File: src/rtl/hpg_pkg.sv
// ----------------------------------------------------------------------------
// Halton point generator package
// Shared types, register and mode codes, and small helper functions.
// ----------------------------------------------------------------------------
package hpg_pkg;

  // Configuration register indexes.
  typedef enum logic [2:0] {
    REG_MODE    = 3'd0,
    REG_DIMS    = 3'd1,
    REG_BASES   = 3'd2,
    REG_SEED_LO = 3'd3,
    REG_SEED_HI = 3'd4,
    REG_LEAP_LO = 3'd5,
    REG_LEAP_HI = 3'd6
  } hpg_reg_e;

  // Digit scrambling modes.
  typedef enum logic [1:0] {
    MODE_PLAIN = 2'd0,
    MODE_RR2   = 2'd1,
    MODE_REV   = 2'd2
  } hpg_mode_e;

  typedef enum logic [3:0] {
    ST_IDLE,
    ST_BUILD_A,
    ST_BUILD_B,
    ST_LOAD,
    ST_DIGIT,
    ST_DIV,
    ST_PERM,
    ST_ACC,
    ST_FRAC,
    ST_EMIT
  } hpg_state_e;

  // Commands from the controller to the datapath.
  typedef struct packed {
    logic in_load;
    logic build_start;
    logic build_a;
    logic build_b;
    logic build_next_row;
    logic set_ready;
    logic dim_load;
    logic digit_start;
    logic div_step;
    logic perm_read;
    logic acc;
    logic frac_start;
    logic frac_step;
    logic out_load;
    logic dim_next;
  } hpg_cmd_t;

  // Status from the datapath to the controller.
  typedef struct packed {
    logic perm_ready;
    logic mode_rr2;
    logic build_a_done;
    logic build_b_done;
    logic build_last_row;
    logic n_zero;
    logic div_done;
    logic frac_done;
    logic out_free;
    logic last_dim;
  } hpg_status_t;

  localparam int unsigned DivBitsPerStep = 4;

  function automatic logic [8:0] default_prime(input logic [2:0] d);
    logic [8:0] p;
    case (d)
      3'd0:    p = 9'd2;
      3'd1:    p = 9'd3;
      3'd2:    p = 9'd5;
      3'd3:    p = 9'd7;
      3'd4:    p = 9'd11;
      3'd5:    p = 9'd13;
      3'd6:    p = 9'd17;
      default: p = 9'd19;
    endcase
    return p;
  endfunction

  function automatic logic [7:0] reverse8(input logic [7:0] k);
    logic [7:0] r;
    for (int i = 0; i < 8; i++) begin
      r[i] = k[7-i];
    end
    return r;
  endfunction

endpackage

File: src/rtl/hpg_ctrl.sv
// ----------------------------------------------------------------------------
// Halton point generator controller
// Sequences table build, digit extraction, fraction division and emission.
// ----------------------------------------------------------------------------
module hpg_ctrl (
  input  logic                clk_i,
  input  logic                rst_ni,
  input  logic                in_valid_i,
  output logic                in_ready_o,
  input  hpg_pkg::hpg_status_t status_i,
  output hpg_pkg::hpg_cmd_t    cmd_o
);

  hpg_pkg::hpg_state_e state_q, state_d;

  always_ff @(posedge clk_i or negedge rst_ni) begin
    if (!rst_ni) begin
      state_q <= hpg_pkg::ST_IDLE;
    end else begin
      state_q <= state_d;
    end
  end

  always_comb begin
    state_d    = state_q;
    cmd_o      = '0;
    in_ready_o = 1'b0;
    case (state_q)
      hpg_pkg::ST_IDLE: begin
        in_ready_o = 1'b1;
        if (in_valid_i) begin
          cmd_o.in_load = 1'b1;
          if (!status_i.perm_ready && status_i.mode_rr2) begin
            cmd_o.build_start = 1'b1;
            state_d = hpg_pkg::ST_BUILD_A;
          end else begin
            cmd_o.set_ready = 1'b1;
            state_d = hpg_pkg::ST_LOAD;
          end
        end
      end
      hpg_pkg::ST_BUILD_A: begin
        if (status_i.build_a_done) begin
          state_d = hpg_pkg::ST_BUILD_B;
        end else begin
          cmd_o.build_a = 1'b1;
        end
      end
      hpg_pkg::ST_BUILD_B: begin
        if (!status_i.build_b_done) begin
          cmd_o.build_b = 1'b1;
        end else if (status_i.build_last_row) begin
          cmd_o.set_ready = 1'b1;
          state_d = hpg_pkg::ST_LOAD;
        end else begin
          cmd_o.build_next_row = 1'b1;
          state_d = hpg_pkg::ST_BUILD_A;
        end
      end
      hpg_pkg::ST_LOAD: begin
        cmd_o.dim_load = 1'b1;
        state_d = hpg_pkg::ST_DIGIT;
      end
      hpg_pkg::ST_DIGIT: begin
        if (status_i.n_zero) begin
          cmd_o.frac_start = 1'b1;
          state_d = hpg_pkg::ST_FRAC;
        end else begin
          cmd_o.digit_start = 1'b1;
          state_d = hpg_pkg::ST_DIV;
        end
      end
      hpg_pkg::ST_DIV: begin
        cmd_o.div_step = 1'b1;
        if (status_i.div_done) begin
          state_d = hpg_pkg::ST_PERM;
        end
      end
      hpg_pkg::ST_PERM: begin
        cmd_o.perm_read = 1'b1;
        state_d = hpg_pkg::ST_ACC;
      end
      hpg_pkg::ST_ACC: begin
        cmd_o.acc = 1'b1;
        state_d = hpg_pkg::ST_DIGIT;
      end
      hpg_pkg::ST_FRAC: begin
        cmd_o.frac_step = 1'b1;
        if (status_i.frac_done) begin
          state_d = hpg_pkg::ST_EMIT;
        end
      end
      hpg_pkg::ST_EMIT: begin
        if (status_i.out_free) begin
          cmd_o.out_load = 1'b1;
          if (status_i.last_dim) begin
            state_d = hpg_pkg::ST_IDLE;
          end else begin
            cmd_o.dim_next = 1'b1;
            state_d = hpg_pkg::ST_LOAD;
          end
        end
      end
      default: begin
        state_d = hpg_pkg::ST_IDLE;
      end
    endcase
  end

endmodule

File: config.mk
export PLATFORM = sky130hd
export DESIGN_NAME = hpg_ctrl
export DESIGN_NICKNAME = d
export VERILOG_FILES = /design/src/rtl/hpg_pkg.sv /design/src/rtl/hpg_ctrl.sv
export SDC_FILE = /design/constraint.sdc
export NUM_CORES = 1
export LEC_CHECK = 0
export ABC_AREA = 1
export BUFFER_PORTS_ARGS = -buffer_cell sky130_fd_sc_hd__buf_2
export CELL_PAD_IN_SITES_DETAIL_PLACEMENT = 0
export CELL_PAD_IN_SITES_GLOBAL_PLACEMENT = 2
export CORE_MARGIN = 2
export CORE_UTILIZATION = 15
export CTS_CLUSTER_DIAMETER = 200
export CTS_CLUSTER_SIZE = 28
export DETAILED_ROUTE_END_ITERATION = 8
export PLACE_DENSITY_LB_ADDON = 0.1
export SETUP_SLACK_MARGIN = 0.15
export SLEW_MARGIN = 20
export SYNTH_ARGS = -nofsm -noshare
export SYNTH_HDL_FRONTEND = slang
export SYNTH_SLANG_ARGS = --single-unit
File: constraint.sdc
create_clock -name clk_i -period 1.2 [get_ports clk_i]
set_input_delay 0.06 -clock clk_i [delete_from_list [all_inputs] [get_ports clk_i]]
set_output_delay 0.06 -clock clk_i [all_outputs]
set_load 0.02 [all_outputs]
==> results.ini, run 1 <==
[synth]
synth.top_cell.area_share_pct = 22.5
netlist_instances = 83
synth.cell_area_sq_um = 445
syn_area_per_cell_sq_um = 5.37
yosysUniqueCellTypes = 14
ys_seq_area_share_pct = 22.5
ys_ff_latch = 4
synth_area_leaders = dfrtp_1 (22%), nand2_1 (20%), inv_1 (16%)
yosysWarnings = 0
syn_nets = 96
synth_area_leader_cell = dfrtp_1

[floorplan]
coreArea_sq_um = 2780
rows = 19
die_w_microns = 58.5
die_area_sq_um = 3420
die_h_microns = 58.5
ios = 29
start_util_pct = 16.0

[layout]
fin_nets = 153
final_common_cell = buf_4
layout-drive-gt1-share_pct = 64.0
diodes = 0
final_cell_mix = buf_4 (23), nand2_1 (19), inv_1 (14), buf_2 (14), buf_6 (14)
fin_area_sq_um = 1070
largest_registers = state_q x4
synthToLayoutAreaGrowth_pct = 139
largest_reg_flops = 4
regMostFlops = state_q
nFillCells = 321

[sta]
tightestPinTransition_ns = 0.202
clock-skew-final_ns = 0.0106
tns_ns = -3.55
max_freq_mhz = 677
fin_crit_sh_pct = 123
rsz0062_at_grt = true
hold_viol_final = 0
slew_headroom_pct = 86.5
finalSetupViolations = 20
final_max_slew_viol_count = 0
setup_slack_ns = -0.276
period_needed_ns = 1.48

[routing]
wl_microns = 1820
vias = 701
drc = 0
wl_per_cell_microns = 10.7
antenna_left = 0
dr.first_iter.drc_count = 6
detail_route.vias_per_cell = 4.12
drt_pass1_iterations = 4

[clocking]
cts_tree = built
cts_buffer_depth = 2
htree_levels = 1
cts_root_buffer = clkbuf_4
cts_buffers = 3
clk_pin_slew_ns = 0.05
clkLatencyLatePin_ns = 0.24
clock-sinks = 4

[critical_path]
r2r_slack_ns = -0.14
crit_end = cmd_o[9]
critPathCaptureType = output port
critPathMaxFanout = 5
rr_endpoint = state_q[3]$_DFFE_PN0P_
cp-start-kind = flip-flop
cp.arrival_ns = 1.42
critPathLaunch = state_q[0]$_DFFE_PN0P_
worstSetupPathType = flip-flop to output port
rr_worst_depth = 8
r2r-start = state_q[0]$_DFFE_PN0P_
critPathRequiredTime_ns = 1.14

[grt]
grt.total_usage_pct = 10.7
grt_pass1_wl_microns = 2710
antenna_found_initial = 0
overflow = 0
grt_max_degree = 8
grt_pass1_vias = 623

[place]
placed_cell_area_sq_um = 802
io_buffer_count = 28
gp_congestion = 0.696
dp_hpwl_microns = 1410

[run_status]
outcome = complete, but fails checks
violations = setup timing

[flow_run]
cap_violations = 0

[power]
total_power_mw = 2.72
ir_drop_v = 0.00104
p_leak_nw = 0.594
powerDensity_nw_per_um2 = 2550

[worst_hold_path]
min_path_type = primary input to flip-flop

## critical path, stage by stage, from the launching register on
cell and delay, ns:
dfrtp_2 0.44, nor2_4 0.16, inv_1 0.10, nor2_4 0.12, nand2_2 0.09, inv_4 0.06
a22o_4 0.10, buf_6 0.10
## layer usage
metal | global-route usage (%) | share of wire [%] | vias up
li1 | - | - | 364
met1 | 15.7 | 48 | 319
met2 | 15.9 | 47 | 18
met3 | 1.32 | 4.9 | 0
met4 | 3.99 | 0 | 0
met5 | 0 | 0 | -
## area by class of cell
| cell class | instances | area (sq um) | share of cell area [%] |
|---|---|---|---|
| clock buffers | 4 | 26.3 | 2.46 |
| inverters | 20 | 77.6 | 7.28 |
| multi-input cells | 59 | 408 | 38.3 |
| flip-flops and latches | 4 | 105 | 9.86 |
| well taps | 31 | 38.8 | 3.64 |
| repair buffers | 52 | 410 | 38.5 |
## logic make-up (layout without fill, tap and decap cells)
group | after synthesis | after routing | synth area share [%]
AOI/OAI and AO/OA | 5 | 5 | 6.46
buffers and inverters | 20 | 76 | 16.9
and+or+nand+nor | 54 | 54 | 54.2
DFF | 4 | 4 | 22.5
## metrics by stage
stage          setup WS (ns)  utilization [%]  hold slack, ns  std cells
4_1_cts               -0.285             33.1          0.0736        163
5_1_grt               -0.348             38.3          0.0836        170
2_1_floorplan        -0.0528                -          -0.236         83
3_5_place_dp          -0.127             28.8          -0.133        154
3_3_place_gp          -0.136             28.8          -0.134        154
6_report              -0.276             38.3          0.0679        170
## synthesized netlist by cell type (all sizes together)
cell type   n
a21oi       1
a22o        1
dfrtp       4
inv        20
nand2      24
nand3       7
nand3b      3
nor2       16
nor3        3
nor4        1
o21ai       3
## what timing repair did
action | CTS | global route
endpoints found under the hold margin | 4 | 0
buffers inserted | 4 | 7
pin swaps | 4 | 7
gates resized for setup | 17 | 29
setup endpoints to repair | 20 | 20
hold buffers | 1 | 0
## power breakdown
| group | switching [mW] | total (mW) | internal [mW] |
|---|---|---|---|
| combinational | 1.15 | 2.22 | 1.06 |
| sequential | 0.101 | 0.315 | 0.215 |
| clock | 0.0621 | 0.187 | 0.125 |
| total | 1.32 | 2.72 | 1.40 |
## worst min path at each step
stage,start,depth (start not counted),endpoint
floorplan,rst_ni,0,state_q[0]$_DFFE_PN0P_
global placement,rst_ni,1,state_q[3]$_DFFE_PN0P_
detailed placement,rst_ni,1,state_q[3]$_DFFE_PN0P_
CTS,status_i[4],2,state_q[2]$_DFFE_PN0P_
global route,status_i[4],2,state_q[2]$_DFFE_PN0P_
finish,status_i[4],2,state_q[2]$_DFFE_PN0P_
No activity file was read; power rests on OpenSTA's default activity.
==> inputs of run 2 (changes only) <==
--- a/config.mk
+++ b/config.mk
@@ -6,14 +6,14 @@
 export NUM_CORES = 1
 export LEC_CHECK = 0
 export ABC_AREA = 1
-export BUFFER_PORTS_ARGS = -buffer_cell sky130_fd_sc_hd__buf_2
 export CELL_PAD_IN_SITES_DETAIL_PLACEMENT = 0
 export CELL_PAD_IN_SITES_GLOBAL_PLACEMENT = 2
 export CORE_MARGIN = 2
-export CORE_UTILIZATION = 15
+export CORE_UTILIZATION = 22
 export CTS_CLUSTER_DIAMETER = 200
 export CTS_CLUSTER_SIZE = 28
 export DETAILED_ROUTE_END_ITERATION = 8
+export DONT_BUFFER_PORTS = 1
 export PLACE_DENSITY_LB_ADDON = 0.1
 export SETUP_SLACK_MARGIN = 0.15
 export SLEW_MARGIN = 20
==> run 2 against run 1 <==
The run still ends with setup timing left. Non-clock buffer count fell by 19. Final area shrank 5.8%. Flip-flop and latch count is the same. Clock skew down 0.0075 ns. Total power decreased by 0.38%. Clock power about the same. Setup slack improved by 0.025 ns. Fmax up 1.7%. Combinational power about the same. Critical endpoint is now cmd_o[8]. Largest cell class is now multi-input gates. Largest power group unchanged.
==> results.ini, run 2 (synthesized netlist as in run 1, its figures left out) <==
[sta]
max_freq_mhz = 689  ; was 677 MHz
slew_headroom_pct = 82.2  ; was 86.5%
hold_viol_final = 0  ; unchanged
finalSetupViolations = 19  ; was 20
period_needed_ns = 1.45  ; was 1.48 ns
fin_crit_sh_pct = 121  ; was 123%
final_max_slew_viol_count = 0  ; unchanged
setup_slack_ns = -0.251  ; was -0.276 ns
rsz0062_at_grt = true  ; unchanged
fin_hold_ws_ns = 0.0967  ; was 0.0679 ns
tightestPinTransition_ns = 0.266  ; was 0.202 ns
clock-skew-final_ns = 0.00316  ; was 0.0106 ns
tns_ns = -3.25  ; was -3.55 ns

[clocking]
cts_root_buffer = clkbuf_4  ; unchanged
clock-sinks = 4  ; unchanged
cts_buffers = 3  ; unchanged
clkLatencyLatePin_ns = 0.24  ; about the same
clk_pin_slew_ns = 0.04  ; was 0.05 ns
cts_tree = built  ; unchanged
cts_buffer_depth = 2  ; unchanged
htree_levels = 1  ; unchanged

[routing]
antenna_left = 0  ; unchanged
vias = 639  ; was 701
detail_route.vias_per_cell = 4.35  ; was 4.12
drc = 0  ; unchanged
drt_pass1_iterations = 4  ; unchanged
wl_per_cell_microns = 11.2  ; was 10.7 microns
wl_microns = 1640  ; was 1820 microns
dr.first_iter.drc_count = 7  ; was 6

[floorplan]
rows = 16  ; was 19
coreArea_sq_um = 1940  ; was 2780 sq um
ios = 29  ; unchanged
die_h_microns = 49.0  ; was 58.5 microns
start_util_pct = 22.9  ; was 16.0%
die_w_microns = 49.0  ; was 58.5 microns
die_area_sq_um = 2400  ; was 3420 sq um

[grt]
overflow = 0  ; unchanged
antenna_found_initial = 0  ; unchanged
grt_pass1_vias = 595  ; was 623
grt.total_usage_pct = 14.5  ; was 10.7%
grt_max_degree = 7  ; was 8
grt_pass1_wl_microns = 2640  ; was 2710 microns

[critical_path]
cp_top_family = buffers and inverters  ; was flip-flops
critPathRequiredTime_ns = 1.14  ; about the same
cp.arrival_ns = 1.39  ; was 1.42 ns
cp_slowest_cell = dfrtp_1  ; was dfrtp_2
critPathMaxFanout = 6  ; was 5
cp-start-kind = flip-flop  ; unchanged
path_buf_inv = 3  ; unchanged
worstPathCellList = buf_6, nor2_4, inv_2, nor3_2, buf_4  ; was nor2_4, inv_1, nor2_4, nand2_2, inv_4, a22o_4, buf_6
r2r-start = state_q[3]$_DFFE_PN0P_  ; was state_q[0]$_DFFE_PN0P_
cp.depth = 5  ; was 7
rr_endpoint = state_q[1]$_DFFE_PN0P_  ; was state_q[3]$_DFFE_PN0P_
rr_worst_depth = 9  ; was 8
r2r_slack_ns = -0.22  ; was -0.14 ns
cpPeakStageDelay_ns = 0.38  ; was 0.44 ns
critPathLaunch = state_q[3]$_DFFE_PN0P_  ; was state_q[0]$_DFFE_PN0P_
critPathCaptureType = output port  ; unchanged
worstSetupPathType = flip-flop to output port  ; unchanged
crit_end = cmd_o[8]  ; was cmd_o[9]

[layout]
largest_reg_flops = 4  ; unchanged
final_cell_mix = buf_4 (19), nand2_1 (17), nor2_4 (12), buf_6 (12), inv_1 (10)  ; was buf_4 (23), nand2_1 (19), inv_1 (14), buf_2 (14), buf_6 (14)
fin_nets = 134  ; was 153
layout-drive-gt1-share_pct = 61.7  ; was 64.0%
diodes = 0  ; unchanged
fin_cells = 147  ; was 170
nFillCells = 214  ; was 321
largest_registers = state_q x4  ; unchanged
synthToLayoutAreaGrowth_pct = 126  ; was 139%
regMostFlops = state_q  ; unchanged
final_common_cell = buf_4  ; unchanged

[place]
dp_slack_ns = -0.145  ; was -0.127 ns
gp_congestion = 0.769  ; was 0.696
io_buffer_count = 0  ; was 28
dp_hpwl_microns = 1240  ; was 1410 microns
place_inst = 130  ; was 154

[worst_hold_path]
min_path_type = primary input to asynchronous set/reset pin  ; was primary input to flip-flop

[run_status]
outcome = complete, but fails checks  ; unchanged
violations = setup timing  ; unchanged

[power]
ir_drop_v = 0.000979  ; was 0.00104 V
powerDensity_nw_per_um2 = 2700  ; was 2550 nW/um^2
p_leak_nw = 0.537  ; was 0.594 nW

[flow_run]
cap_violations = 0  ; unchanged

run 2: layout make-up:
cell class                 instances  area, sq um  area share [%]
clock buffer                       4         26.3            2.62
tap                               27         33.8            3.36
multi-input combinational         59          458            45.6
sequential                         4          104            10.3
timing repair buffer              33          298            29.6
inverter                          20         85.1            8.47
run 2: how the worst min path moves through the flow:
stage	cells after the start	from	to	slack, ns
after floorplan	0	rst_ni	state_q[0]$_DFFE_PN0P_	-0.24
final	1	rst_ni	state_q[2]$_DFFE_PN0P_	0.1
after detailed placement	0	rst_ni	state_q[2]$_DFFE_PN0P_	-0.24
after global placement	0	rst_ni	state_q[2]$_DFFE_PN0P_	-0.24
after global routing	1	rst_ni	state_q[2]$_DFFE_PN0P_	0.09
after CTS	1	rst_ni	state_q[2]$_DFFE_PN0P_	0.1
run 2: where the power goes:
part	internal [mW]	switching (mW)
logic	0.997	1.20
clock network	0.125	0.0613
registers	0.212	0.111
run 2: worst reg2reg max path, stage by stage (launching register included):
cell and delay (ns):
dfrtp_1 0.38, buf_6 0.13, nor2_4 0.18, buf_4 0.16, nand3_2 0.07, nand2_1 0.08, nor2_1 0.05, buf_4 0.14
nand3_1 0.08, nand2_1 0.05
run 2: per-stage QoR:
step,instance area (sq um),util [%],power [mW]
detailed placement,717,36.9,1.78
floorplan,533,-,1.27
global placement,717,36.9,1.81
global route,1000,51.7,2.92
finish,1000,51.7,2.71
CTS,876,45.1,2.31
run 2: layer usage:
metal | part of all wire (%) | GRT usage (%) | wire, microns | up-vias
li1 | - | - | - | 327
met1 | 43 | 17.6 | 710 | 296
met2 | 54 | 24.9 | 890 | 16
met3 | 2.6 | 1.84 | 42 | 0
met4 | 0 | 7.14 | 0 | 0
met5 | 0 | 0 | 0 | -
run 2: repair_timing:
item,CTS,global route
hold buffers,2,0
setup endpoints to repair,20,20
resized for setup,24,22
pin swaps,5,6
buffers inserted,5,6
hold endpoints to repair,5,0
==> inputs of run 3 (changes only) <==
--- a/config.mk
+++ b/config.mk
@@ -8,6 +8,7 @@
 export ABC_AREA = 1
 export CELL_PAD_IN_SITES_DETAIL_PLACEMENT = 0
 export CELL_PAD_IN_SITES_GLOBAL_PLACEMENT = 2
+export CORE_ASPECT_RATIO = 0.75
 export CORE_MARGIN = 2
 export CORE_UTILIZATION = 22
 export CTS_CLUSTER_DIAMETER = 200
==> run 3 against run 2 <==
The flow still finishes with violations (setup timing). Die area grew 0.16%. Hold slack lost 0.0099 ns. Wire length shrank 6.8%.
==> results.ini, run 3 (synthesized netlist as in run 1, its figures left out) <==
[clocking]
clkLatencyLatePin_ns = 0.24  ; about the same
clock-sinks = 4  ; unchanged
clk_pin_slew_ns = 0.05  ; was 0.04 ns
cts_root_buffer = clkbuf_4  ; unchanged
cts_buffers = 3  ; unchanged
htree_levels = 1  ; unchanged
cts_tree = built  ; unchanged
cts_buffer_depth = 2  ; unchanged

[floorplan]
start_util_pct = 22.7  ; was 22.9%
coreArea_sq_um = 1960  ; was 1940 sq um
die_area_sq_um = 2400  ; about the same
ios = 29  ; unchanged
die_h_microns = 43.0  ; was 49.0 microns
die_w_microns = 56.0  ; was 49.0 microns
rows = 14  ; was 16

[routing]
detail_route.vias_per_cell = 4.29  ; was 4.35
antenna_left = 0  ; unchanged
wl_per_cell_microns = 11.3  ; was 11.2 microns
vias = 584  ; was 639
dr.first_iter.drc_count = 15  ; was 7
drc = 0  ; unchanged
drt_pass1_iterations = 3  ; was 4
wl_microns = 1530  ; was 1640 microns

[power]
p_leak_nw = 0.452  ; was 0.537 nW
ir_drop_v = 0.00142  ; was 0.000979 V
powerDensity_nw_per_um2 = 2680  ; was 2700 nW/um^2

[critical_path]
critPathMaxFanout = 4  ; was 6
worstPathCellList = nor2_4, inv_2, nor2_4, nand2_4, inv_4, a22o_4  ; was buf_6, nor2_4, inv_2, nor3_2, buf_4
cpPeakStageDelay_ns = 0.45  ; was 0.38 ns
cp.arrival_ns = 1.34  ; was 1.39 ns
critPathCaptureType = output port  ; unchanged
cp_top_family = flip-flops  ; was buffers and inverters
path_buf_inv = 2  ; was 3
cp-start-kind = flip-flop  ; unchanged
r2r_slack_ns = -0.12  ; was -0.22 ns
worstSetupPathType = flip-flop to output port  ; unchanged
cp_slowest_cell = dfrtp_2  ; was dfrtp_1
critPathRequiredTime_ns = 1.14  ; about the same
cp_common_cell = nor2_4

[layout]
regMostFlops = state_q  ; unchanged
largest_registers = state_q x4  ; unchanged
final_cell_mix = buf_4 (21), nand2_1 (19), nor2_4 (10), inv_1 (10), inv_2 (7)  ; was buf_4 (19), nand2_1 (17), nor2_4 (12), buf_6 (12), inv_1 (10)
largest_reg_flops = 4  ; unchanged
nFillCells = 214  ; unchanged
diodes = 0  ; unchanged
fin_nets = 126  ; was 134
fin_util_pct = 43.2  ; was 51.7%
layout-drive-gt1-share_pct = 57.1  ; was 61.7%
final_common_cell = buf_4  ; unchanged
synthToLayoutAreaGrowth_pct = 90.4  ; was 126%
fin_area_sq_um = 848  ; was 1000 sq um

[grt]
grt_pass1_wl_microns = 2470  ; was 2640 microns
grt_pass1_vias = 589  ; was 595
overflow = 0  ; unchanged
grt.total_usage_pct = 13.5  ; was 14.5%
grt_max_degree = 6  ; was 7
antenna_found_initial = 0  ; unchanged

[worst_hold_path]
min_path_type = primary input to asynchronous set/reset pin  ; unchanged

[sta]
hold_viol_final = 0  ; unchanged
tns_ns = -2.28  ; was -3.25 ns
slew_headroom_pct = 82.6  ; was 82.2%
clock-skew-final_ns = 0.0111  ; was 0.00316 ns
tightestPinTransition_ns = 0.260  ; was 0.266 ns
period_needed_ns = 1.40  ; was 1.45 ns
fin_crit_sh_pct = 116  ; was 121%
max_freq_mhz = 717  ; was 689 MHz
rsz0062_at_grt = true  ; unchanged
setup_slack_ns = -0.196  ; was -0.251 ns
fin_hold_ws_ns = 0.0867  ; was 0.0967 ns
finalSetupViolations = 18  ; was 19
final_max_slew_viol_count = 0  ; unchanged

[run_status]
outcome = complete, but fails checks  ; unchanged
violations = setup timing  ; unchanged

[place]
gp_congestion = 0.752  ; was 0.769
io_buffer_count = 0  ; unchanged
dp_slack_ns = -0.103  ; was -0.145 ns
dp_hpwl_microns = 1250  ; was 1240 microns
placed_cell_area_sq_um = 691  ; was 717 sq um

[flow_run]
cap_violations = 0  ; unchanged

==> run 3: worst reg2reg max path: cells and delay by family, from the launching register on <==
family / cells / cell delay, ns
DFF: 1 / 0.43
and+or+nand+nor: 6 / 0.53
buffers and inverters: 2 / 0.25
==> run 3: final timing paths <==
check	from	cells past startpoint	end
setup / recovery	state_q[1]$_DFFE_PN0P_	6	cmd_o[9]
max in group asynchronous	rst_ni	1	state_q[3]$_DFFE_PN0P_
hold reg to reg	state_q[0]$_DFFE_PN0P_	3	state_q[0]$_DFFE_PN0P_
hold / removal	rst_ni	1	state_q[0]$_DFFE_PN0P_
setup reg to reg	state_q[3]$_DFFE_PN0P_	8	state_q[1]$_DFFE_PN0P_
min in group clk_i	status_i[4]	5	state_q[0]$_DFFE_PN0P_
==> run 3: final cells by class <==
cell class	instances	area, sq um	share of cell area, %
multi-input combinational	59	404	47.6
timing repair buffer	25	200	23.6
sequential	4	105	12.4
inverter	20	82.6	9.73
tap	24	30.0	3.54
clock buffer	4	26.3	3.10
==> run 3: timing repair <==
item                                   CTS  global route
endpoints found under the hold margin    5             0
gates resized for setup                 23             2
buffers inserted                         6             0
setup endpoints to repair               20            20
hold buffers                             2             0
pin swaps                                6             4
==> run 3: per-stage QoR <==
step	power [mW]	cells
2_1_floorplan	1.27	83
3_3_place_gp	1.77	124
3_5_place_dp	1.75	124
4_1_cts	2.29	136
5_1_grt	2.47	136
6_report	2.28	136
==> run 3: metal layers <==
layer	vias to the layer above	GRT usage, %	part of all wire (%)
met5	-	0	0
met4	0	5.71	0
met2	17	20.7	45
li1	313	-	-
met1	254	18.1	49
met3	0	3.35	6.5
==> run 3: report_power, final <==
part / switching (mW) / internal [mW] / leakage [nW]
registers: 0.120 / 0.215 / 0.0456
logic: 1.01 / 0.750 / 0.391
clock network: 0.0606 / 0.125 / 0.0150
total: 1.19 / 1.09 / 0.452
